File: config.mk
export PLATFORM = sky130hd
export DESIGN_NAME = lsc_lane
export DESIGN_NICKNAME = d
export VERILOG_FILES = /design/src/rtl/lsc_pkg.sv /design/src/rtl/lsc_lane.sv
export SDC_FILE = /design/constraint.sdc
export NUM_CORES = 1
export LEC_CHECK = 0
export ABC_AREA = 1
export BUFFER_PORTS_ARGS = -buffer_cell sky130_fd_sc_hd__buf_2
export CORE_UTILIZATION = 30
export DETAILED_ROUTE_END_ITERATION = 6
export SLEW_MARGIN = 40
export SYNTH_ARGS = -nofsm -noshare
export SYNTH_HDL_FRONTEND = slang
export SYNTH_SLANG_ARGS = --single-unit
File: constraint.sdc
create_clock -name clk -period 4.7 [get_ports clk]
set_input_delay 0.94 -clock clk [delete_from_list [all_inputs] [get_ports clk]]
set_output_delay 0.94 -clock clk [all_outputs]
set_load 0.03 [all_outputs]
File: src/rtl/lsc_pkg.sv
package lsc_pkg;

  localparam int MAX_STYLES      = 4;
  localparam int SCALE_FRAC_BITS = 8;

  localparam int SAMPLE_W   = 8;
  localparam int SCALE_W    = 16;
  localparam int NUM_CH     = 3;
  localparam int PROD_W     = SAMPLE_W + SCALE_W;
  localparam int LANE_SUM_W = (MAX_STYLES > 1) ? $clog2(MAX_STYLES) : 0;
  localparam int ACC_W      = PROD_W + LANE_SUM_W;
  localparam int CHAN_W     = ACC_W - SCALE_FRAC_BITS;
  localparam int Q_W        = 8;
  localparam int NUM_W      = CHAN_W + Q_W;
  localparam int OUT_MAX    = 255;

  localparam int CFG_IDX_W  = 3;
  localparam int CFG_DATA_W = 48;
  localparam int CNT_W      = 3;

  // Pipeline depths: lane product, merge sum, merge max, divider steps, output.
  localparam int LANE_STAGES  = 1;
  localparam int MERGE_STAGES = 2;
  localparam int PRE_STAGES   = LANE_STAGES + MERGE_STAGES;
  localparam int LATENCY      = PRE_STAGES + Q_W + 1;

  localparam logic [CFG_DATA_W-1:0] SCALE_RESET = 48'h0000_0101_0101;
  localparam logic [CNT_W-1:0]      COUNT_RESET = 3'd1;

  typedef enum logic [CFG_IDX_W-1:0] {
    REG_MAP_COUNT = 3'd0,
    REG_STYLE0    = 3'd1,
    REG_STYLE1    = 3'd2,
    REG_STYLE2    = 3'd3,
    REG_STYLE3    = 3'd4
  } lsc_reg_t;

  typedef struct packed {
    logic [SAMPLE_W-1:0] map0_red;
    logic [SAMPLE_W-1:0] map0_green;
    logic [SAMPLE_W-1:0] map0_blue;
    logic [SAMPLE_W-1:0] map1_red;
    logic [SAMPLE_W-1:0] map1_green;
    logic [SAMPLE_W-1:0] map1_blue;
    logic [SAMPLE_W-1:0] map2_red;
    logic [SAMPLE_W-1:0] map2_green;
    logic [SAMPLE_W-1:0] map2_blue;
    logic [SAMPLE_W-1:0] map3_red;
    logic [SAMPLE_W-1:0] map3_green;
    logic [SAMPLE_W-1:0] map3_blue;
  } lsc_in_t;

  typedef struct packed {
    logic [Q_W-1:0] out_red;
    logic [Q_W-1:0] out_green;
    logic [Q_W-1:0] out_blue;
    logic [Q_W-1:0] out_alpha;
  } lsc_out_t;

  typedef struct packed {
    logic                          over;
    logic [CHAN_W-1:0]             mx;
    logic [NUM_CH-1:0][CHAN_W-1:0] chan;
    logic [NUM_CH-1:0][NUM_W-1:0]  num;
  } lsc_mrg_t;

  typedef struct packed {
    logic                       valid;
    logic                       bright;
    logic                       over;
    logic [NUM_CH-1:0][Q_W-1:0] chan_lo;
    logic [Q_W-1:0]             mx_lo;
  } lsc_side_t;

endpackage

File: src/rtl/lsc_lane.sv
module lsc_lane (
  input  logic                                            clk,
  input  logic                                            active,
  input  logic [lsc_pkg::NUM_CH-1:0][lsc_pkg::SAMPLE_W-1:0] samp,
  input  logic [lsc_pkg::CFG_DATA_W-1:0]                  scale,
  output logic [lsc_pkg::NUM_CH-1:0][lsc_pkg::PROD_W-1:0]   prod_r
);
  import lsc_pkg::*;

  logic [NUM_CH-1:0][PROD_W-1:0] prod_nxt;

  always_comb begin
    for (int c = 0; c < NUM_CH; c++) begin
      if (active) begin
        prod_nxt[c] = PROD_W'(samp[c]) * PROD_W'(scale[SCALE_W*c +: SCALE_W]);
      end else begin
        prod_nxt[c] = '0;
      end
    end
  end

  always_ff @(posedge clk) begin
    prod_r <= prod_nxt;
  end

endmodule

# After elaboration in Yosys (flattened, before gate mapping)
# Index checks and enable logic that the tools add are counted.
# op_classes
multipliers	3
# ops
cell	n
$mul 8x16->24	3
# totals
register_bits	72
input_bits	74
out_inout_bits	72

# Longest topological paths before layout
# logic_depth
ltp_word	1
ltp_mapped	24
depth_no_buf	22

# Worst setup path after synthesis
# No wires, ideal clock.
# synth_path
kind	input to register
startpoint	input samp[2] in the netlist's numbering
endpoint	register prod_r[19] in the netlist's numbering
setup_time_ns	0.115
t_arrival_ns	4.620
path_slack_ns	-0.035
cell_stages	20
n_path_buf	2
path_cell_list	clkbuf_1 -> clkbuf_1 -> nand2_1 -> fa_1 -> fa_1 -> inv_1 -> fa_1 -> inv_1 -> fa_1 -> inv_1 -> ha_1 -> nand2_1 -> inv_1 -> nand2_4 -> clkinv_1 -> nand2_1 -> nand2_2 -> nand3_2 -> a21oi_1 -> nor2_1
# synth_between
elab_chain_cells	1
# synth_rtl
element	line_no	text
start: declaration	lsc_lane.sv:4	input logic [lsc_pkg::NUM_CH-1:0][lsc_pkg::SAMPLE_W-1:0] samp,
$mul 8x16->24	lsc_lane.sv:15	prod_nxt[c] = PROD_W'(samp[c]) * PROD_W'(scale[SCALE_W*c +: SCALE_W]);
end signal: assignment	lsc_lane.sv:23	prod_r <= prod_nxt;
end: declaration	lsc_lane.sv:6	output logic [lsc_pkg::NUM_CH-1:0][lsc_pkg::PROD_W-1:0] prod_r
# No other way between the ends.
# A chain may end at the register's enable or synchronous reset.

# Final worst setup path
# layout_path
startpoint	input samp[2] in the netlist's numbering
endpoint	register prod_r[20] in the netlist's numbering
# The elaborated chain is that of the path after synthesis.

==> out/results.tsv <==
metric	value	unit
synth_seq_cells	72	
cts_hold_buf	0	
end_kind	flip-flop	
via_per_inst	4.176	
antenna_found_initial	0	
reg_top3	prod_r: 72 flops	
power-per-cell-area	521.1	mW/mm^2
place_congestion	0.8580	
via_count	13510	
largest_reg_flops	72	
finalCritPeriodShare	94.80	%
largest_register	prod_r	
final_hold_viol_count	0	
yosys_warnings	0	
cts_tree	built	
synth_fp_nets	2826	
p_comb_share	82.4	%
hold_class	in -> reg	
p_int	4.365	mW
wl	38.97	mm
clk_pin_slew_worst_paths	0.06	ns
grt_pass1_wl	67.85	mm
cts_root_buffer	clkbuf_16	
drcViolationCount	0	
initial_utilization	30.55	%
cellLeakagePower	12.21	nW
cts_inserted_buffers	9	
timing.fmax	224.4	MHz
final_area	0.01829	mm^2
cp_max_fo	13	
final_layout_size_suffix_gt1_share	13.38	%
drv_cap	0	
slew_violations	0	
grt.total_usage	15.56	%
pwr-share-seq	10.2	%
pin_count	146	
clkPwrFrac	7.5	%
post-route-util	35.37	%
io_buffers	145	
drtPass1Iterations	5	
placed_area	0.01797	mm^2
tightest_slew	0.5850	ns
overflow	0	
area_growth	15.79	%
core-area	0.05172	mm^2
rsz0062_at_grt	no	
clk_path_buf_depth	2	
ir_worst_vdd	0.0002114	V
fin_crit	4.456	ns
die-area	0.05359	mm^2
yosysTopAreaCell	fa_1	
crit_type	in -> reg	
dp_cells	3220	
arrival	4.71	ns
setup_violations	0	
drt_first_iter_violations	614	
critPathRequiredTime	4.95	ns
p_sw_share	54.22	%
ant_nets	0	
synth_area	0.01580	mm^2
postSynthCellCount	2368	
cp-start-kind	input pin	
ys_seq_area_share	9.123	%
syn_avg_cell_area	6.672	um^2
rows	83	
dp_hpwl	33.84	mm
n_antenna_cell	0	
htreeDepth	3	
status	finished, final reports clean	
final_nets	3010	
die_x	231.5	um
synth.distinct_cells	32	
stdcell_count	3236	
switchingPower	5.169	mW
grt_pass1_vias	14250	
grt_max_degree	37	
avgRoutedWirePerCell	12.04	um
die_y	231.5	um
synth_area_leaders	fa_1 32%, inv_1 18%, nand2_1 17%	
yosysTopAreaCellShare	31.93	%
clkSinkCount	72	
slew_headroom	60.76	%
[cell type report]
type                    instances  area [um^2]
clock buffers                  11        242.7
clock inverters                 4        45.04
fillers                      5611        33420
inverters                     770         2890
multi-input cells            1423        11070
flip-flops and latches         72         1441
well taps                     680        850.8
repair buffers                276         1749
[cells by family (layout without fill, tap and decap cells)]
group | Yosys count | count (layout) | synth area share [%]
DFF | 72 | 72 | 9.123
and+or+nand+nor | 919 | 919 | 23.50
AOI/OAI and AO/OA | 114 | 114 | 3.849
buffers and inverters | 873 | 1061 | 20.81
adders and majority gates | 384 | 384 | 42.39
xor gates and xnor gates | 6 | 6 | 0.3327
[power groups by stage]
stage	Sequential (mW)	Combinational [mW]	Clock, mW
5_1_grt	0.988	9.02	0.771
6_report	0.969	7.85	0.711
2_1_floorplan	1.35	4.89	0
4_1_cts	0.980	7.93	0.749
3_5_place_dp	0.985	7.86	0
3_3_place_gp	0.999	7.84	0
[layer usage]
metal	GRT usage (%)	up-vias	routed length [um]	share of wire [%]
met5	0	-	0	0
met4	4.118	0	643	1.7
met3	1.710	34	1242	3.2
met2	26.85	214	18230	47
met1	20.50	6295	18850	48
li1	-	6970	-	-
[synthesized netlist by cell type]
master    count
inv_1       762
nand2_1     699
fa_1        252
ha_1        132
nor2_1      107
clkbuf_1     96
a21oi_1      76
dfxtp_1      72
nand3_1      47
o21ai_0      25
nor2_2       15
nand2_2      14
nor3_1       10
nand4_1       8
o21bai_1      8
nand3_2       7
inv_2         6
and2_1        4
a21oi_2       3
buf_2         3
clkbuf_2      3
nor2_4        3
xnor2_1       3
xor2_1        3
clkinv_1      2
nand3b_1      2
a211oi_1      1
and2_2        1
buf_4         1
nand2_4       1
nor3b_1       1
o21ai_2       1
[metrics by stage]
step | TNS (ns) | worst slack (ns) | total power [mW] | hold WS, ns
2_1_floorplan | -0.007994 | -0.007994 | 6.236 | 1.220
3_3_place_gp | -1.278 | -0.3127 | 8.842 | 1.363
3_5_place_dp | -1.237 | -0.2913 | 8.845 | 1.367
4_1_cts | 0 | 0.07842 | 9.658 | 0.9589
5_1_grt | 0 | 0.03252 | 10.78 | 0.9907
6_report | 0 | 0.2445 | 9.534 | 0.9870
[worst max-delay path, cell delays in order]
cell and delay [ns]:
clkbuf_4 0.19, nand2_1 0.09, inv_1 0.05, fa_1 0.50, fa_1 0.54, fa_1 0.50, inv_1 0.05, fa_1 0.48
inv_1 0.04, ha_1 0.36, nand2_2 0.08, inv_2 0.06, nand3_1 0.12, buf_4 0.17, nor3_2 0.16, nand2_1 0.15
a21oi_1 0.15, nor2_1 0.06
[repair_timing]
| action | CTS | global route |
|---|---|---|
| setup buffers | 0 | 0 |
| endpoints found under the hold margin | 0 | 0 |
| endpoints found under the setup margin | 0 | 1 |
| resized for setup | 0 | 4 |
[placed cells by master, fill, tap and decap left out, types with 2 or more instances in the layout]
master     instances
clkbuf_16          9
ha_1             132
nor2_1           107
o21bai_1           8
buf_4            129
clkinv_2           3
nand3_1           47
inv_2              6
a21oi_1           76
nor3_1             9
nor2_2            15
a21oi_2            3
fa_1             252
nor2_4             3
and2_1             4
clkinv_1           2
nand2_2           14
nand3b_1           2
xor2_1             3
xnor2_1            3
dfxtp_1           72
nand3_2            7
inv_1            762
nand4_1            8
buf_2            142
clkbuf_4           3
o21ai_0           25
nand2_1          699
[worst paths after layout]
path	to	slack (ns)	startpoint	depth (start not counted)
hold / removal	prod_r[48]	0.99	scale[32]	4
setup / recovery	prod_r[20]	0.24	samp[2]	18
Power figures use the tool's default switching activity.
