--- src/rtl/lsc_pkg.sv ---
package lsc_pkg;

  localparam int MAX_STYLES      = 4;
  localparam int SCALE_FRAC_BITS = 8;

  localparam int SAMPLE_W   = 8;
  localparam int SCALE_W    = 16;
  localparam int NUM_CH     = 3;
  localparam int PROD_W     = SAMPLE_W + SCALE_W;
  localparam int LANE_SUM_W = (MAX_STYLES > 1) ? $clog2(MAX_STYLES) : 0;
  localparam int ACC_W      = PROD_W + LANE_SUM_W;
  localparam int CHAN_W     = ACC_W - SCALE_FRAC_BITS;
  localparam int Q_W        = 8;
  localparam int NUM_W      = CHAN_W + Q_W;
  localparam int OUT_MAX    = 255;

  localparam int CFG_IDX_W  = 3;
  localparam int CFG_DATA_W = 48;
  localparam int CNT_W      = 3;

  // Pipeline depths: lane product, merge sum, merge max, divider steps, output.
  localparam int LANE_STAGES  = 1;
  localparam int MERGE_STAGES = 2;
  localparam int PRE_STAGES   = LANE_STAGES + MERGE_STAGES;
  localparam int LATENCY      = PRE_STAGES + Q_W + 1;

  localparam logic [CFG_DATA_W-1:0] SCALE_RESET = 48'h0000_0101_0101;
  localparam logic [CNT_W-1:0]      COUNT_RESET = 3'd1;

  typedef enum logic [CFG_IDX_W-1:0] {
    REG_MAP_COUNT = 3'd0,
    REG_STYLE0    = 3'd1,
    REG_STYLE1    = 3'd2,
    REG_STYLE2    = 3'd3,
    REG_STYLE3    = 3'd4
  } lsc_reg_t;

  typedef struct packed {
    logic [SAMPLE_W-1:0] map0_red;
    logic [SAMPLE_W-1:0] map0_green;
    logic [SAMPLE_W-1:0] map0_blue;
    logic [SAMPLE_W-1:0] map1_red;
    logic [SAMPLE_W-1:0] map1_green;
    logic [SAMPLE_W-1:0] map1_blue;
    logic [SAMPLE_W-1:0] map2_red;
    logic [SAMPLE_W-1:0] map2_green;
    logic [SAMPLE_W-1:0] map2_blue;
    logic [SAMPLE_W-1:0] map3_red;
    logic [SAMPLE_W-1:0] map3_green;
    logic [SAMPLE_W-1:0] map3_blue;
  } lsc_in_t;

  typedef struct packed {
    logic [Q_W-1:0] out_red;
    logic [Q_W-1:0] out_green;
    logic [Q_W-1:0] out_blue;
    logic [Q_W-1:0] out_alpha;
  } lsc_out_t;

  typedef struct packed {
    logic                          over;
    logic [CHAN_W-1:0]             mx;
    logic [NUM_CH-1:0][CHAN_W-1:0] chan;
    logic [NUM_CH-1:0][NUM_W-1:0]  num;
  } lsc_mrg_t;

  typedef struct packed {
    logic                       valid;
    logic                       bright;
    logic                       over;
    logic [NUM_CH-1:0][Q_W-1:0] chan_lo;
    logic [Q_W-1:0]             mx_lo;
  } lsc_side_t;

endpackage

--- src/rtl/lsc_merge.sv ---
module lsc_merge (
  input  logic                                                           clk,
  input  logic [lsc_pkg::MAX_STYLES-1:0][lsc_pkg::NUM_CH-1:0][lsc_pkg::PROD_W-1:0] prod,
  output lsc_pkg::lsc_mrg_t                                              mrg_r
);
  import lsc_pkg::*;

  logic [NUM_CH-1:0][ACC_W-1:0]  acc;
  logic [NUM_CH-1:0][CHAN_W-1:0] chan_r;
  logic [CHAN_W-1:0]             mx;
  lsc_mrg_t                      mrg_nxt;

  // Inactive lanes already present zero products.
  always_comb begin
    for (int c = 0; c < NUM_CH; c++) begin
      acc[c] = '0;
      for (int k = 0; k < MAX_STYLES; k++) begin
        acc[c] = acc[c] + ACC_W'(prod[k][c]);
      end
    end
  end

  always_ff @(posedge clk) begin
    for (int c = 0; c < NUM_CH; c++) begin
      chan_r[c] <= acc[c][ACC_W-1:SCALE_FRAC_BITS];
    end
  end

  always_comb begin
    mx = (chan_r[0] > chan_r[1]) ? chan_r[0] : chan_r[1];
    if (chan_r[2] > mx) begin
      mx = chan_r[2];
    end
    mrg_nxt.mx   = mx;
    mrg_nxt.over = mx > CHAN_W'(OUT_MAX);
    mrg_nxt.chan = chan_r;
    // x * 255 as (x << 8) - x.
    for (int c = 0; c < NUM_CH; c++) begin
      mrg_nxt.num[c] = (NUM_W'(chan_r[c]) << Q_W) - NUM_W'(chan_r[c]);
    end
  end

  always_ff @(posedge clk) begin
    mrg_r <= mrg_nxt;
  end

endmodule

--- config.mk ---
export PLATFORM = sky130hd
export DESIGN_NAME = lsc_merge
export DESIGN_NICKNAME = d
export VERILOG_FILES = /design/src/rtl/lsc_pkg.sv /design/src/rtl/lsc_merge.sv
export SDC_FILE = /design/constraint.sdc
export NUM_CORES = 1
export LEC_CHECK = 0
export BUFFER_PORTS_ARGS = -buffer_cell sky130_fd_sc_hd__buf_2
export CORE_AREA = 2 2 170 172
export CTS_CLUSTER_SIZE = 28
export DETAILED_ROUTE_END_ITERATION = 6
export DIE_AREA = 0 0 172 174
export GPL_TIMING_DRIVEN = 0
export HOLD_SLACK_MARGIN = 0.02
export PLACE_DENSITY = 0.73
export RECOVER_POWER = 25
export SYNTH_ARGS = -nofsm -noshare
export SYNTH_HDL_FRONTEND = slang
export SYNTH_SLANG_ARGS = --single-unit
--- constraint.sdc ---
create_clock -name clk -period 10.03 [get_ports clk]
set_input_delay 1.003 -clock clk [delete_from_list [all_inputs] [get_ports clk]]
set_output_delay 1.003 -clock clk [all_outputs]
set_load 0.1 [all_outputs]
### After elaboration in Yosys (flattened, before gate mapping)

Index checks and enable logic that the tools add are counted.

* register bits: 205
* input port bits: 289
* logic and storage cells: 28

* $add $sub $neg: 12
* magnitude comparators: 3
* muxes and demuxes: 2

Operator list (count)
* $add 25x24->26: 3
* $add 26x24->26: 3
* $sub 26x18->26: 3
* $add 24x24->25: 3
* $gt 18x18->1: 2
* $mux 18: 2
* $gt 18x8->1 const B: 1

### Logic depth before layout (Yosys ltp)

Gate-level depths: netlist (run 1).

* depth after elaboration: 5
* gate-level depth with buffers: 23

### Worst setup path before layout (run 1)

OpenSTA, ideal clock, no wires.

* path kind: register to register
* start point: register chan_r[19] in the netlist's numbering
* end point: register mrg_r[150] in the netlist's numbering
* setup time: 0.134 ns
* data arrival time: 4.606 ns
* required time: 9.896 ns
* setup slack: 5.290 ns
* cell stages (with the launch flop): 22
* clock period less this slack: 4.740 ns
* cells stage by stage: dfxtp_1 -> inv_1 -> ha_1 -> nor2b_1 -> o21a_1 -> o21a_1 -> o21a_1 -> buf_2 -> o21ai_0 -> buf_2 -> mux2i_1 -> ha_1 -> a21o_1 -> a21o_1 -> a31oi_1 -> a31o_1 -> buf_6 -> and2_4 -> buf_6 -> a31oi_2 -> or4_1 -> or4_1

RTL lines
* start, declared: RTL line lsc_merge.sv:9 `logic [NUM_CH-1:0][CHAN_W-1:0] chan_r;`
* start signal, assigned by index: RTL line lsc_merge.sv:25 `chan_r[c] <= acc[c][ACC_W-1:SCALE_FRAC_BITS];`
* end signal, assigned: RTL line lsc_merge.sv:44 `mrg_r <= mrg_nxt;`
* end, declared: RTL line lsc_merge.sv:4 `output lsc_pkg::lsc_mrg_t mrg_r`

==> impl_metrics.json, run 1 <==
{
  "r2r_end": "mrg_r[150]",
  "max_freq_mhz": 173.8,
  "min_path_cells": 0,
  "cts_hold_buf": 0,
  "synth_cell_type_count": 66,
  "timing.final.hold_violations": 0,
  "cp-start-kind": "flop",
  "reg2reg_depth": 21,
  "finalClockSkew_ns": 0.01951,
  "ys_warn_count": 0,
  "die_h_um": 174,
  "reg2reg_from": "chan_r[22]",
  "viasPerCell": 5.175,
  "finalSetupViolCount": 0,
  "path_cells": "inv_1 -> ha_1 -> a21o_1 -> a21oi_1 -> o211ai_1 -> o21a_1 -> buf_2 -> o21ai_0 -> buf_2 -> mux2i_1 -> ha_1 -> a21o_1 -> a21o_1 -> a31oi_1 -> a31o_1 -> buf_6 -> and2_4 -> buf_6 -> a31oi_1 -> or4_1 -> or4_1",
  "drt_wl_total_mm": 36.35,
  "grt_pass1_vias": 11030,
  "firstDrtPassIters": 5,
  "critPathSlowestCell": "dfxtp_1",
  "layout.nets": 2237,
  "grt_first_pass_wirelength_mm": 55.42,
  "synthCells": 1206,
  "maxSlewHeadroom_pct": 36.44,
  "setup.worst_path.class": "reg2reg",
  "finalMaxSlewViolations": 0,
  "cts_buffers": 22,
  "port_buffers": 439,
  "track_usage_pct": 23.83,
  "grt_max_degree": 14,
  "syn_area_um2": 13040,
  "die_area_um2": 29930,
  "fillers": 2448,
  "synth_seq_cells": 202,
  "cp.arrival_ns": 6.12,
  "tns_ns": 0,
  "root_buffer": "clkbuf_16",
  "rows": 62,
  "antenna_cells": 0,
  "yosys.area.top_type_share_pct": 31.02,
  "holdPathEnd": "mrg_r[110]",
  "cp_common_cell": "a21o_1",
  "yosysSeqAreaShare_pct": 31.02,
  "grt_overflow": 0,
  "syn_area_per_cell_um2": 10.81,
  "via_count": 10690,
  "run_status": "completed",
  "drive_gt1_share_pct": 29.57,
  "drt_iter0_drc": 573,
  "worstPathRequired_ns": 10.40,
  "core_um2": 28240,
  "post_cts_buffers": 0,
  "synth_top_flop_cell": "dfxtp_1",
  "start_util_pct": 46.17,
  "cts_resized": 0,
  "cp_max_fo": 10,
  "synth_area_leaders": "dfxtp_1 31%, fa_1 22%, ha_1 13%, xnor2_1 5.5%, a21oi_1 3.0%",
  "hold_class": "reg2reg",
  "min_from": "chan_r[32]",
  "antenna_found_initial": 3,
  "h-tree-depth": 1,
  "cts_sinks": 202,
  "cpPeakStageDelay_ns": 0.52,
  "drc": 0,
  "finalCritPeriodShare_pct": 57.37,
  "drv_cap": 0,
  "synth_edf_count": 0,
  "clk_pin_slew_ns": 0.06,
  "post-dp-hpwl_mm": 31.09,
  "num_io_pins": 440,
  "gp_congestion": 0.9193,
  "r2r_slack_ns": 4.28,
  "die_w_um": 172,
  "cp-end-kind": "flop",
  "antenna_left": 0,
  "clk_path_buf_depth": 3,
  "post_drt_wl_per_cell_um": 17.60,
  "worst_pin_slew_ns": 0.9461,
  "clkLatencyLatePin_ns": 0.51,
  "cts_tree": "yes",
  "synth_top_area_cell": "dfxtp_1",
  "timing.final.crit_period_ns": 5.754,
  "syn2layout_area_growth_pct": 26.22,
  "grt_setup_unrepaired": "no",
  "syn_nets": 1774,
  "synthArstFlopShare_pct": 0
}
==> kinds of logic (layout without fill, tap and decap cells) <==
group	count (synthesis)	in the layout	share of synthesized area, %
xor+xnor	108	108	7.255
flops	202	202	31.02
buf+inv	84	559	2.649
compound gates	270	270	13.79
fa+ha+maj	279	279	34.89
mux	9	9	0.7006
simple gates	254	254	9.693
==> layer usage <==
metal  track usage (%)  wire [µm]  part of all wire (%)
met1             27.53      14400                    40
met2             42.74      17840                    49
met3             5.419       2685                   7.4
met4             8.718       1413                   3.9
met5                 0         13                 0.036
==> state kept, by name, summed over array words and instances, names as in the netlist <==
signal,count
chan_r,54
mrg_r,148
==> synthesized netlist by cell type (3+ instances only) <==
master and count:
or2_2 3, or3_1 11, o21a_1 21, a211oi_1 12, o21ai_0 33, buf_4 3, nand4_1 16, xnor2_1 82
and3_1 7, nand3_1 21, nor4_1 6, mux2i_1 8, buf_2 3, clkbuf_1 3, and2_1 10, nand2b_1 7
o31ai_1 13, dfxtp_1 202, ha_1 138, or4_1 5, fa_1 141, a31oi_1 16, a21o_1 44, inv_1 71
nor2_1 76, nor3_1 28, o21bai_1 7, a21oi_1 77, a211o_1 3, o211ai_1 11, xor2_1 26, nand2_1 43
a41oi_1 3, a2111oi_0 3, o31a_1 3, nor2b_1 10
==> placed cells by master, fill, tap and decap left out, drive strengths merged, types with 30 or more instances in the layout <==
| master | netlist | final |
|---|---|---|
| buf | 10 | 449 |
| dfxtp | 202 | 202 |
| fa | 141 | 141 |
| ha | 138 | 138 |
| xnor2 | 82 | 82 |
| a21oi | 79 | 79 |
| nor2 | 77 | 77 |
| inv | 71 | 72 |
| a21o | 44 | 44 |
| nand2 | 43 | 43 |
| o21ai | 35 | 35 |
| clkbuf | 3 | 30 |
==> through the flow <==
step	hold WS (ns)	instances	util, %	worst slack, ns	cell area (µm²)
CTS	0.3864	2065	58.28	4.350	16460
global route	0.3937	2065	58.28	4.029	16460
floorplan	0.3506	1206	-	5.290	13040
finish	0.3821	2065	58.28	4.276	16460
global placement	0.3796	2029	55.65	4.375	15720
detailed placement	0.3822	2029	55.65	4.361	15720
==> critical path, delay by kind of cell (launching register included) <==
family                     cells  cell delay (ns)
AOI/OAI and AO/OA             10             2.01
adders and majority gates      2             0.64
buffers and inverters          5             0.91
DFF                            1             0.52
muxes                          1             0.41
and+or+nand+nor                3             1.11
==> area by class of cell <==
type | count | area (µm²) | share of cell area (%)
plain buffers | 13 | 78.83 | 0.4790
flip-flops and latches | 202 | 4044 | 24.57
clock buffers | 27 | 610.6 | 3.710
well taps | 384 | 480.5 | 2.920
repair buffers | 439 | 2197 | 13.35
multi-input cells | 920 | 8648 | 52.55
clock inverters | 9 | 130.1 | 0.7908
inverters | 71 | 266.5 | 1.620
==> how the worst max path moves through the flow <==
| stage | start | endpoint | cells after the start |
|---|---|---|---|
| 6_report | chan_r[22] | mrg_r[150] | 21 |
| 5_1_grt | chan_r[22] | mrg_r[150] | 21 |
| 4_1_cts | chan_r[22] | mrg_r[150] | 21 |
| 3_5_place_dp | chan_r[22] | mrg_r[150] | 21 |
| 3_3_place_gp | chan_r[22] | mrg_r[150] | 21 |
| 2_1_floorplan | chan_r[19] | mrg_r[150] | 21 |
Power of run 1 is not shown: default switching activity piles up to over one toggle a cycle in this logic, so the estimate is an artifact.
==> run 2, diff against run 1 <==
CORE_AREA = 2 2 171 173   (was 2 2 170 172)
DIE_AREA = 0 0 173 175   (was 0 0 172 174)
PLACE_DENSITY = 0.72   (was 0.73)
clock period = 5.93 ns   (was 10.03 ns; I/O delays follow)
==> run 2 against run 1 <==
Compared with the run above:
- first-iteration DRC count down 11%
- register-to-register slack worse by 3.8 ns
- die area increased by 1.2%
- setup slack got worse by 3.8 ns
==> impl_metrics.json, run 2 (synthesis gave the netlist of run 1 again) <==
{
  "drive_gt1_share_pct": 29.32,
  "reg2reg_depth": 21,
  "dp_cells": 2029,
  "grt_pass1_vias": 11470,
  "cp-end-kind": "flop",
  "rows": 62,
  "finalCritPeriodShare_pct": 92.72,
  "antenna_cells": 0,
  "num_io_pins": 440,
  "finalClockSkew_ns": 0.007623,
  "firstDrtPassIters": 5,
  "syn2layout_area_growth_pct": 26.66,
  "max_flop_register": "mrg_r",
  "timing.final.hold_violations": 0,
  "die_w_um": 173,
  "layout_commonest_cell": "buf_2",
  "post_cts_buffers": 0,
  "min_path_cells": 0,
  "post-dp-hpwl_mm": 31.31,
  "cp_max_fo": 10,
  "instances_no_fill": 2069,
  "port_buffers": 439,
  "cts_sinks": 202,
  "drc": 0,
  "timing.final.crit_period_ns": 5.498,
  "die_h_um": 175,
  "maxSlewHeadroom_pct": 21.97,
  "holdPathEnd": "mrg_r[113]",
  "worst_pin_slew_ns": 1.175,
  "grt_overflow": 0,
  "grt_first_pass_wirelength_mm": 58.62,
  "worstPathRequired_ns": 6.29,
  "max_freq_mhz": 181.9,
  "hold_class": "reg2reg",
  "clk_path_buf_depth": 3,
  "grt_setup_unrepaired": "no",
  "h-tree-depth": 1,
  "post_drt_wl_per_cell_um": 17.85,
  "min_from": "chan_r[35]",
  "clkLatencyLatePin_ns": 0.49,
  "cts_tree": "yes",
  "drt_iter0_drc": 508,
  "run_status": "completed",
  "cts_buffers": 22,
  "antenna_left": 0,
  "via_count": 10810,
  "finalMaxSlewViolations": 0,
  "drt_wl_total_mm": 36.93,
  "die_area_um2": 30280,
  "cp-start-kind": "flop",
  "r2r_slack_ns": 0.43,
  "start_util_pct": 45.92,
  "largestRegisters": "mrg_r: 148 flops, chan_r: 54 flops",
  "tns_ns": 0,
  "root_buffer": "clkbuf_16",
  "grt_max_degree": 15,
  "viasPerCell": 5.223,
  "setup.worst_path.class": "reg2reg",
  "gp_congestion": 0.9030,
  "cts_hold_buf": 0,
  "layout.nets": 2237,
  "antenna_found_initial": 1,
  "final_cell_mix": "435 x buf_2, 202 x dfxtp_1, 141 x fa_1",
  "clk_pin_slew_ns": 0.06,
  "core_um2": 28390,
  "drv_cap": 0,
  "reg2reg_from": "chan_r[22]",
  "track_usage_pct": 24.32,
  "r2r_end": "mrg_r[150]",
  "largest_reg_flops": 148,
  "cp.arrival_ns": 5.86,
  "finalSetupViolCount": 0
}
[run 2: per-stage QoR]
stage	hold slack (ns)	worst slack [ns]	instance area, µm²	utilization, %
6_report	0.3854	0.4317	16510	58.16
3_3_place_gp	0.3787	0.1332	15720	55.35
3_5_place_dp	0.3766	0.08372	15720	55.35
2_1_floorplan	0.3506	1.190	13040	-
4_1_cts	0.3847	0.01447	16520	58.17
5_1_grt	0.3889	0.1093	16510	58.16
[run 2: how the worst max path moves through the flow]
stage / from / slack (ns) / endpoint
finish: chan_r[22] / 0.43 / mrg_r[150]
global route: chan_r[22] / 0.11 / mrg_r[150]
CTS: chan_r[22] / 0.01 / mrg_r[150]
detailed placement: chan_r[22] / 0.08 / mrg_r[150]
global placement: chan_r[22] / 0.13 / mrg_r[150]
floorplan: chan_r[19] / 1.19 / mrg_r[150]
[run 2: layout make-up]
| class | instances | area, µm² |
|---|---|---|
| fillers | 2489 | 11880 |
| multi-input cells | 920 | 8652 |
| flip-flops and latches | 202 | 4044 |
| repair buffers | 439 | 2188 |
| clock buffers | 31 | 645.6 |
| well taps | 384 | 480.5 |
| inverters | 71 | 266.5 |
| clock inverters | 9 | 156.4 |
| plain buffers | 13 | 80.08 |
[run 2: repair_timing]
item | CTS | global route
gates resized for setup | 0 | 4
setup endpoints to repair | 0 | 8
endpoints found under the hold margin | 0 | 0
[run 2: critical path: stages (launching register included)]
cell and delay, ns:
dfxtp_1 0.52, inv_1 0.16, ha_1 0.32, a21o_1 0.17, a21oi_1 0.17, o211ai_1 0.14
o21a_1 0.20, buf_2 0.17, o21ai_2 0.24, buf_2 0.31, mux2i_1 0.39, ha_1 0.32
a21o_1 0.18, a21o_1 0.17, a31oi_1 0.19, a31o_1 0.19, buf_6 0.13, and2_4 0.14
buf_6 0.12, a31oi_1 0.12, or4_1 0.51, or4_1 0.48
[run 2: routing by layer]
layer | track usage [%] | part of all wire (%) | up-vias | routed length (µm)
li1 | - | - | 5170 | -
met1 | 28.74 | 40 | 5138 | 14860
met2 | 45.80 | 51 | 438 | 18870
met3 | 4.460 | 6.4 | 60 | 2357
met4 | 5.261 | 2.3 | 0 | 832
met5 | 0 | 0 | - | 0
Power of run 2 is left out for the same reason.
