File: src/rtl/lsc_pkg.sv
package lsc_pkg;

  localparam int MAX_STYLES      = 4;
  localparam int SCALE_FRAC_BITS = 8;

  localparam int SAMPLE_W   = 8;
  localparam int SCALE_W    = 16;
  localparam int NUM_CH     = 3;
  localparam int PROD_W     = SAMPLE_W + SCALE_W;
  localparam int LANE_SUM_W = (MAX_STYLES > 1) ? $clog2(MAX_STYLES) : 0;
  localparam int ACC_W      = PROD_W + LANE_SUM_W;
  localparam int CHAN_W     = ACC_W - SCALE_FRAC_BITS;
  localparam int Q_W        = 8;
  localparam int NUM_W      = CHAN_W + Q_W;
  localparam int OUT_MAX    = 255;

  localparam int CFG_IDX_W  = 3;
  localparam int CFG_DATA_W = 48;
  localparam int CNT_W      = 3;

  // Pipeline depths: lane product, merge sum, merge max, divider steps, output.
  localparam int LANE_STAGES  = 1;
  localparam int MERGE_STAGES = 2;
  localparam int PRE_STAGES   = LANE_STAGES + MERGE_STAGES;
  localparam int LATENCY      = PRE_STAGES + Q_W + 1;

  localparam logic [CFG_DATA_W-1:0] SCALE_RESET = 48'h0000_0101_0101;
  localparam logic [CNT_W-1:0]      COUNT_RESET = 3'd1;

  typedef enum logic [CFG_IDX_W-1:0] {
    REG_MAP_COUNT = 3'd0,
    REG_STYLE0    = 3'd1,
    REG_STYLE1    = 3'd2,
    REG_STYLE2    = 3'd3,
    REG_STYLE3    = 3'd4
  } lsc_reg_t;

  typedef struct packed {
    logic [SAMPLE_W-1:0] map0_red;
    logic [SAMPLE_W-1:0] map0_green;
    logic [SAMPLE_W-1:0] map0_blue;
    logic [SAMPLE_W-1:0] map1_red;
    logic [SAMPLE_W-1:0] map1_green;
    logic [SAMPLE_W-1:0] map1_blue;
    logic [SAMPLE_W-1:0] map2_red;
    logic [SAMPLE_W-1:0] map2_green;
    logic [SAMPLE_W-1:0] map2_blue;
    logic [SAMPLE_W-1:0] map3_red;
    logic [SAMPLE_W-1:0] map3_green;
    logic [SAMPLE_W-1:0] map3_blue;
  } lsc_in_t;

  typedef struct packed {
    logic [Q_W-1:0] out_red;
    logic [Q_W-1:0] out_green;
    logic [Q_W-1:0] out_blue;
    logic [Q_W-1:0] out_alpha;
  } lsc_out_t;

  typedef struct packed {
    logic                          over;
    logic [CHAN_W-1:0]             mx;
    logic [NUM_CH-1:0][CHAN_W-1:0] chan;
    logic [NUM_CH-1:0][NUM_W-1:0]  num;
  } lsc_mrg_t;

  typedef struct packed {
    logic                       valid;
    logic                       bright;
    logic                       over;
    logic [NUM_CH-1:0][Q_W-1:0] chan_lo;
    logic [Q_W-1:0]             mx_lo;
  } lsc_side_t;

endpackage

File: src/rtl/lsc_div.sv
module lsc_div (
  input  logic                        clk,
  input  logic [lsc_pkg::NUM_W-1:0]   num,
  input  logic [lsc_pkg::CHAN_W-1:0]  den,
  output logic [lsc_pkg::Q_W-1:0]     quo
);
  import lsc_pkg::*;

  // One restoring step per stage, quotient bits MSB first. The numerator is
  // below 256 times the divisor, so eight steps cover the whole quotient.
  logic [NUM_W-1:0]  rem_r [Q_W];
  logic [CHAN_W-1:0] den_r [Q_W];
  logic [Q_W-1:0]    q_r   [Q_W];

  for (genvar s = 0; s < Q_W; s++) begin : g_step
    logic [NUM_W-1:0]  rem_in;
    logic [CHAN_W-1:0] den_in;
    logic [Q_W-1:0]    q_in;
    logic [NUM_W-1:0]  den_sh;
    logic              ge;

    if (s == 0) begin : g_first
      assign rem_in = num;
      assign den_in = den;
      assign q_in   = '0;
    end else begin : g_next
      assign rem_in = rem_r[s-1];
      assign den_in = den_r[s-1];
      assign q_in   = q_r[s-1];
    end

    assign den_sh = NUM_W'(den_in) << (Q_W - 1 - s);
    assign ge     = rem_in >= den_sh;

    always_ff @(posedge clk) begin
      rem_r[s] <= ge ? (rem_in - den_sh) : rem_in;
      den_r[s] <= den_in;
      q_r[s]   <= {q_in[Q_W-2:0], ge};
    end
  end

  assign quo = q_r[Q_W-1];

endmodule

File: config.mk
export PLATFORM = sky130hd
export DESIGN_NAME = lsc_div
export DESIGN_NICKNAME = d
export VERILOG_FILES = /design/src/rtl/lsc_pkg.sv /design/src/rtl/lsc_div.sv
export SDC_FILE = /design/constraint.sdc
export NUM_CORES = 1
export LEC_CHECK = 0
export ABC_AREA = 1
export BUFFER_PORTS_ARGS = -buffer_cell sky130_fd_sc_hd__buf_4
export CORE_MARGIN = 4
export CORE_UTILIZATION = 62
export DETAILED_ROUTE_END_ITERATION = 8
export PLACE_DENSITY = 0.79
export SYNTH_ARGS = -nofsm -noshare
export SYNTH_HDL_FRONTEND = slang
export SYNTH_SLANG_ARGS = --single-unit
export TNS_END_PERCENT = 30
File: constraint.sdc
create_clock -name clk -period 2.2 [get_ports clk]
set_input_delay 0.44 -clock clk [delete_from_list [all_inputs] [get_ports clk]]
set_output_delay 0.44 -clock clk [all_outputs]
set_load 0.01 [all_outputs]
* Yosys cells after proc, flatten, opt, wreduce, memory -nomap -nowiden
Memory sizes are Yosys's and may differ from the RTL's.
Cells that the tools add are included.
** Storage, ports and cells
- Memory bits (read-only) :: 0
- Bits in writable memories :: 416
- Register bits after elaboration :: 0
- Bits in latches :: 0
- Bits of input ports :: 45
- Memories kept :: 3
** Operators by class
- Mux-type cells :: 8
- Reductions and logical operators :: 0
- Add/sub/neg operators :: 8
- Multipliers :: 0
- Equality and inequality tests :: 0
- $lt $le $gt $ge :: 8
- Shift operators :: 0
- Divide/modulo/power cells :: 0
- Bitwise gates (word level) :: 0
** Memory list
- rem_r :: depth 8, bits a word 26, read ports 7, clocked after memory_dff 0, wr ports 8, line lsc_div.sv:11 : logic [NUM_W-1:0] rem_r [Q_W];
- den_r :: depth 8, bits a word 18, read ports 7, clocked after memory_dff 0, wr ports 8, line lsc_div.sv:12 : logic [CHAN_W-1:0] den_r [Q_W];
- q_r :: depth 8, bits a word 8, read ports 8, clocked after memory_dff 0, wr ports 8, line lsc_div.sv:13 : logic [Q_W-1:0] q_r [Q_W];
** Operator list (number)
- $mux W26 :: 8
- $ge A26 B18 Y1 :: 1
- $ge A26 B19 Y1 :: 1
- $ge A26 B20 Y1 :: 1
- $ge A26 B21 Y1 :: 1
- $ge A26 B22 Y1 :: 1
- $ge A26 B23 Y1 :: 1
- $ge A26 B24 Y1 :: 1
- $ge A26 B25 Y1 :: 1
- $sub A26 B18 Y26 :: 1
- $sub A26 B19 Y26 :: 1
- $sub A26 B20 Y26 :: 1
- $sub A26 B21 Y26 :: 1
- $sub A26 B22 Y26 :: 1
- $sub A26 B23 Y26 :: 1
- $sub A26 B24 Y26 :: 1
- $sub A26 B25 Y26 :: 1

* Longest topological paths before layout
Gate-level depths: netlist (run 1).
An unclocked memory read counts as a cell.
- Word-level depth :: 3
- Mapped depth :: 14

* Worst setup path before layout (run 1)
OpenSTA, ideal clock, no wires.
- Path kind :: reg2reg
- Start point :: mem rem_r[4][2] (netlist name)
- End point :: mem rem_r[5][11] (netlist name)
- Clock period less this slack :: 1.847 ns
- Data arrival time :: 1.735 ns
- Setup time :: 0.112 ns
- Stages on the path, launching flop included :: 14
- Slack :: 0.353 ns
- Cells stage by stage :: dfxtp_1 > inv_1 > ha_1 > inv_1 > fa_1 > nand2_1 > nand2_1 > nand3_1 > nand2_2 > nand2_1 > nand4_4 > buf_4 > nand2_1 > nand2_1
** RTL lines (line)
- from (decl) :: lsc_div.sv:11

==> reports/metrics.yaml, run 1 <==
placement:
  io_buffers: 52
  dp_slack_ps: -66.66
  hpwlAfterDp_mm: 49.16
  finalWeightedCongestion: 1.049
sta:
  clock_skew_ps: 23.15
  tightest_slew_ps: 456.1
  slew_violations: 0
  final-hold-violation-count: 0
  fin_crit_sh: 0.9811
  period_needed_ps: 2158
  slew_headroom: 0.6956
  finalSetupViolations: 0
  fin_ws_ps: 41.63
  fmax_ghz: 0.4633
  rsz0062_at_grt: "yes"
synthesis:
  synth_nets: 3268
  synth_area_per_cell_um2: 6.521
  ys_warn_count: 0
  synth-edff-count: 0
  synth_most_common_cell: "nand2_1"
  yosysSeqAreaShare: 0.3438
  ys_async_sr_fraction: 0
  synth_area_leader_cell: "dfxtp_1"
  yosysUniqueCellTypes: 40
  syn-cell-area_um2: 20030
  synthTopCellsByCount: "nand2_1, inv_1, dfxtp_1"
  yosysTopAreaCellShare: 0.3438
  ys_seq_elements: 344
  ys_top_cells_by_area: "dfxtp_1, nand2_1, inv_1"
  synth_cells: 3072
  synth_ff_type: "dfxtp_1"
die:
  initial_core_util: 0.6316
  core-area_um2: 31720
  io_pins: 53
  die_h_um: 187.8
  die_area_um2: 35250
  die_w_um: 187.8
  num_rows: 65
worst_setup_path:
  crit_path_start_kind: "flop"
  cp_data_required_time_ps: 2660
  end_kind: "flop"
  critical_path_class: "reg2reg"
  path_common_cell: "nand2_1"
  crit_family: "simple AND/OR/NAND/NOR gates"
  cp_num_buf_inv: 4
  critPathMaxFanout: 7
  critPathMaxStageDelay_ps: 420
  worstPathArrival_ps: 2610
  cp_cell_sequence: "inv_1, ha_1, nand2_2, inv_1, nand2_1, nand2_1, nand2_1, nand2_1, nand2_1, nand4_2, inv_2, buf_12, nand2_1, nand2_1"
  cpMaxStageDelayCell: "dfxtp_1"
detailed_routing:
  drt_wl_total_mm: 60.50
  post_drt_via_cell_ratio: 5.365
  dr.pass1.iters: 6
  met3_length_mm: 3.871
  vias: 19507
  drt-met1-wl_mm: 23.16
  wl_met2_mm: 29.24
  ant_nets: 0
  route.detailed.drc: 0
  routed.top_layer: "met5"
  drtIter0Drc: 1581
  routedWlPerCell_um: 16.64
cts:
  insertion_delay_ps: 550
  cts.sinks: 344
  cts.reportedPaths.clkPinSlew_ps: 60
  root_buffer: "clkbuf_16"
  cts_made_buffers: 37
  cts_buffer_depth: 3
  cts_tree: "done"
  h-tree-depth: 2
final_layout:
  final_nets: 3403
  multiInputGateArea_um2: 10770
  fillers: 2689
  drive_above_1_share: 0.1002
  area_growth_pct: 13.84
  ff_latch_area_um2: 6899
  antenna_cells: 0
global_route:
  track_usage: 0.3356
  antenna_found_initial: 2
  first_global_vias: 19249
  grt_overflow: 0
  grt_pass1_wl_mm: 95.97
  grt_max_degree: 24
power:
  ir_worst_vdd_mv: 0.7879
  p_total_mw: 32.41
  power.density_nw_per_um2: 1421
  leakagePower_nw: 12.75
status:
  status: "finished clean"
worst_hold_path:
  hold_class: "in2reg"
flow_run:
  maxCapViolCount: 0
==> cells in the final DEF, fill, tap and decap left out, types with 6 or more instances in the layout <==
cell type  Yosys  layout
ha_1         144     133
nand3b_1      41      41
clkbuf_1       0       7
nand3_1      181     176
nand4_1       34      34
buf_4         10     109
nor3_1        22      22
nor2_2        17      25
o21bai_1       9       9
nor2_1       206     195
a21oi_1       74      73
dfxtp_1      344     336
nand2_2       19      25
inv_1        593     593
a21oi_2       30      31
dfxtp_2        0       7
ha_2           0       8
clkbuf_16      0      38
clkbuf_8       0       6
or2_2          8       8
xor2_1        56      56
buf_12         0       9
nand3_2        3       8
o21ai_0       16      16
nand2_1     1202    1196
==> final cells by class <==
class	instances	share of cell area
Tap cell	402	0.02206
Clock buffer	50	0.04537
Clock inverter	16	0.01042
Multi-Input combinational cell	2099	0.4724
Timing Repair Buffer	124	0.04740
Sequential cell	344	0.3025
Inverter	601	0.09980
==> report_power, final <==
| part | internal [mW] | switching [mW] | total, mW |
|---|---|---|---|
| Clock | 3.74 | 2.69 | 6.43 |
| Sequential | 8.02 | 1.31 | 9.33 |
| Combinational | 5.94 | 10.7 | 16.6 |
==> worst register-to-register path, cell delays in order (launching register included) <==
cell     delay [ps]
dfxtp_1         420
inv_1           100
ha_1            350
nand2_2         160
inv_1            50
nand2_1          60
nand2_1          70
nand2_1         120
nand2_1          60
nand2_1          70
nand4_2         130
inv_2           150
buf_12          130
nand2_1          70
nand2_1         140
==> metal layers <==
| layer | vias up | global-route usage |
|---|---|---|
| met5 | - | 0 |
| met4 | 2 | 0.2002 |
| met3 | 238 | 0.04784 |
| met2 | 803 | 0.5999 |
| met1 | 8880 | 0.3793 |
| li1 | 9584 | - |
==> through the flow <==
stage	hold WS, ps	setup TNS (ps)	area (um^2)	std cells	utilization
CTS	3.917	0	22550	3631	0.7110
finish	11.67	0	22810	3636	0.7190
floorplan	309.6	0	20030	3072	-
detailed placement	312.1	-818.8	21250	3563	0.6700
global placement	309.6	-3.583	21250	3563	0.6700
global route	3.189	-224.9	22810	3636	0.7190
==> state kept, by name (all words and copies together), names as in the netlist <==
name	count
rem_r	182
den_r	126
q_r	36
==> cells by family after synthesis <==
logic type,Yosys count,share of synthesized area
simple gates,1755,0.3669
buf+inv,629,0.1261
flops,344,0.3438
fa+ha+maj,151,0.09693
compound gates,134,0.04053
xor+xnor,59,0.02579
==> worst paths after layout <==
| check | start | end | slack, ps | cells past startpoint |
|---|---|---|---|---|
| max | den_r[3][10] | rem_r[4][19] | 40 | 14 |
| min | den[14] | den_r[0][14] | 10 | 1 |
| max reg2reg | den_r[3][10] | rem_r[4][19] | 40 | 14 |
| min reg2reg | q_r[0][27] | q_r[1][4] | 320 | 0 |
==> timing repair <==
item | CTS | global route
buffers inserted | 0 | 4
pin swaps | 0 | 2
endpoints found under the hold margin | 2 | 0
gates resized for setup | 3 | 55
hold buffers | 2 | 0
endpoints found under the setup margin | 17 | 109
gates cloned | 0 | 1
No activity file was read; power rests on OpenSTA's default activity.
==> run 2, diff against run 1 <==
--- a/config.mk
+++ b/config.mk
@@ -9,8 +9,10 @@
 export BUFFER_PORTS_ARGS = -buffer_cell sky130_fd_sc_hd__buf_4
 export CORE_MARGIN = 4
 export CORE_UTILIZATION = 62
+export CTS_CLUSTER_DIAMETER = 150
 export DETAILED_ROUTE_END_ITERATION = 8
 export PLACE_DENSITY = 0.79
+export RECOVER_POWER = 50
 export SYNTH_ARGS = -nofsm -noshare
 export SYNTH_HDL_FRONTEND = slang
 export SYNTH_SLANG_ARGS = --single-unit
==> reports/metrics.yaml, run 2 (synthesized netlist as in run 1, its figures left out) <==
status:
  status: "finished clean"
global_route:
  grt_overflow: 0
  grt_max_degree: 24
  grt_pass1_wl_mm: 95.97
  first_global_vias: 19249
  antenna_found_initial: 2
  track_usage: 0.3356
detailed_routing:
  dr.pass1.iters: 6
  routedWlPerCell_um: 16.66
  drt_wl_total_mm: 60.56
  met3_length_mm: 3.854
  drt-met1-wl_mm: 23.17
  post_drt_via_cell_ratio: 5.376
  vias: 19546
  wl_met2_mm: 29.28
  ant_nets: 0
  drtIter0Drc: 1531
  route.detailed.drc: 0
  routed.top_layer: "met5"
power:
  ir_worst_vdd_mv: 0.7870
  leakagePower_nw: 12.71
  swShare: 0.4543
  p_switching_mw: 14.73
  clock_power_share: 0.198
  power.density_nw_per_um2: 1424
  seqPwrFrac: 0.288
  p_int_mw: 17.69
  combPwrFrac: 0.514
  p_total_mw: 32.41
final_layout:
  antenna_cells: 0
  reg_top3: "rem_r x182, den_r x126, q_r x36"
  stdcell_count: 3636
  largest_reg_flops: 182
  drive_above_1_share: 0.09586
  top_register: "rem_r"
  layout_commonest_cell: "nand2_1"
  area_growth_pct: 13.60
  final_nets: 3403
  mostFrequentLayoutCells: "nand2_1, inv_1, dfxtp_1"
worst_hold_path:
  hold_class: "in2reg"
  min_path_cells: 1
  whs_endpoint: "den_r[0][5]"
  hp-start: "den[5]"
die:
  die_h_um: 187.8
  die_w_um: 187.8
  core-area_um2: 31720
  die_area_um2: 35250
  initial_core_util: 0.6316
  num_rows: 65
  io_pins: 53
cts:
  cts_tree: "done"
  h-tree-depth: 2
  cts.reportedPaths.clkPinSlew_ps: 60
  cts.sinks: 344
  cts_buffer_depth: 3
  cts_made_buffers: 37
  root_buffer: "clkbuf_16"
  insertion_delay_ps: 550
sta:
  fmax_ghz: 0.4621
  slew_headroom: 0.6973
  tightest_slew_ps: 453.6
  setup_tns_ps: 0
  rsz0062_at_grt: "yes"
  period_needed_ps: 2164
  slew_violations: 0
  fin_crit_sh: 0.9837
  clock_skew_ps: 22.96
  finalSetupViolations: 0
  final-hold-violation-count: 0
worst_setup_path:
  crit_path_start_kind: "flop"
  rr_worst_depth: 12
  cp_data_required_time_ps: 2590
  rr_endpoint: "rem_r[4][19]"
  critical_path_class: "reg2reg"
  end_kind: "flop"
  critPathMaxFanout: 7
  worstPathArrival_ps: 2560
  r2r-start: "den_r[3][10]"
  rrSetupSlack_ps: 40
flow_run:
  maxCapViolCount: 0
placement:
  finalWeightedCongestion: 1.049
  hpwlAfterDp_mm: 49.16
  dp_cells: 3563
  io_buffers: 52
[run 2: critical path, cell delays in order (launching register included)]
cell     delay [ps]
dfxtp_1         420
inv_1           100
ha_1            370
nand2_2         130
nor2_2          130
nand2_1          80
nor2_1          150
nand2_1          80
nand4_2         140
inv_2            90
buf_12          140
nand2_1          70
nand2_1         120
[run 2: how the worst max path moves through the flow]
| stage | to | from | cells past startpoint | slack, ps |
|---|---|---|---|---|
| 2_1_floorplan | rem_r[5][11] | rem_r[4][2] | 13 | 350 |
| 3_3_place_gp | rem_r[0][23] | num[13] | 11 | -4 |
| 3_5_place_dp | rem_r[0][18] | num[13] | 11 | -70 |
| 4_1_cts | rem_r[5][14] | rem_r[4][2] | 13 | 20 |
| 5_1_grt | rem_r[6][14] | den_r[5][4] | 11 | -40 |
| 6_report | rem_r[4][19] | den_r[3][10] | 12 | 40 |
[run 2: layout make-up]
cell class	count	area, um^2
clock inverter	16	237.7
clock buffer	50	1035
multi-input combinational	2099	10770
timing repair buffer	124	1036
tap	402	503.0
sequential	344	6897
inverter	601	2276
fill	2707	8960
[run 2: metrics by stage]
step / hold slack [ps] / util / instance area [um^2] / setup slack [ps]
after floorplan: 309.6 / - / 20030 / 353.2
after detailed placement: 312.1 / 0.6700 / 21250 / -66.66
after global placement: 309.6 / 0.6700 / 21250 / -3.583
final: 36.44 / 0.7175 / 22760 / 35.78
after global routing: 28.26 / 0.7175 / 22760 / -40.53
after CTS: 3.917 / 0.7110 / 22550 / 22.94
[run 2: layer usage]
| layer | track usage | vias to the layer above |
|---|---|---|
| met4 | 0.2002 | 2 |
| met5 | 0 | - |
| li1 | - | 9584 |
| met1 | 0.3793 | 8884 |
| met3 | 0.04784 | 242 |
| met2 | 0.5999 | 834 |
[run 2: power by group through the flow]
stage | Clock (mW) | Combinational (mW) | Sequential [mW]
2_1_floorplan | 0 | 11.6 | 8.78
3_3_place_gp | 0 | 15.5 | 9.35
3_5_place_dp | 0 | 15.8 | 9.38
4_1_cts | 6.47 | 16.0 | 9.27
5_1_grt | 6.77 | 18.6 | 9.43
6_report | 6.43 | 16.6 | 9.33
[run 2: what timing repair did]
action / 4_1_cts / 5_1_grt
hold endpoints to repair: 2 / 0
gates cloned: 0 / 1
pin swaps: 0 / 2
setup buffers: 0 / 4
gates resized for setup: 3 / 55
endpoints found under the setup margin: 17 / 109
hold buffers: 2 / 0
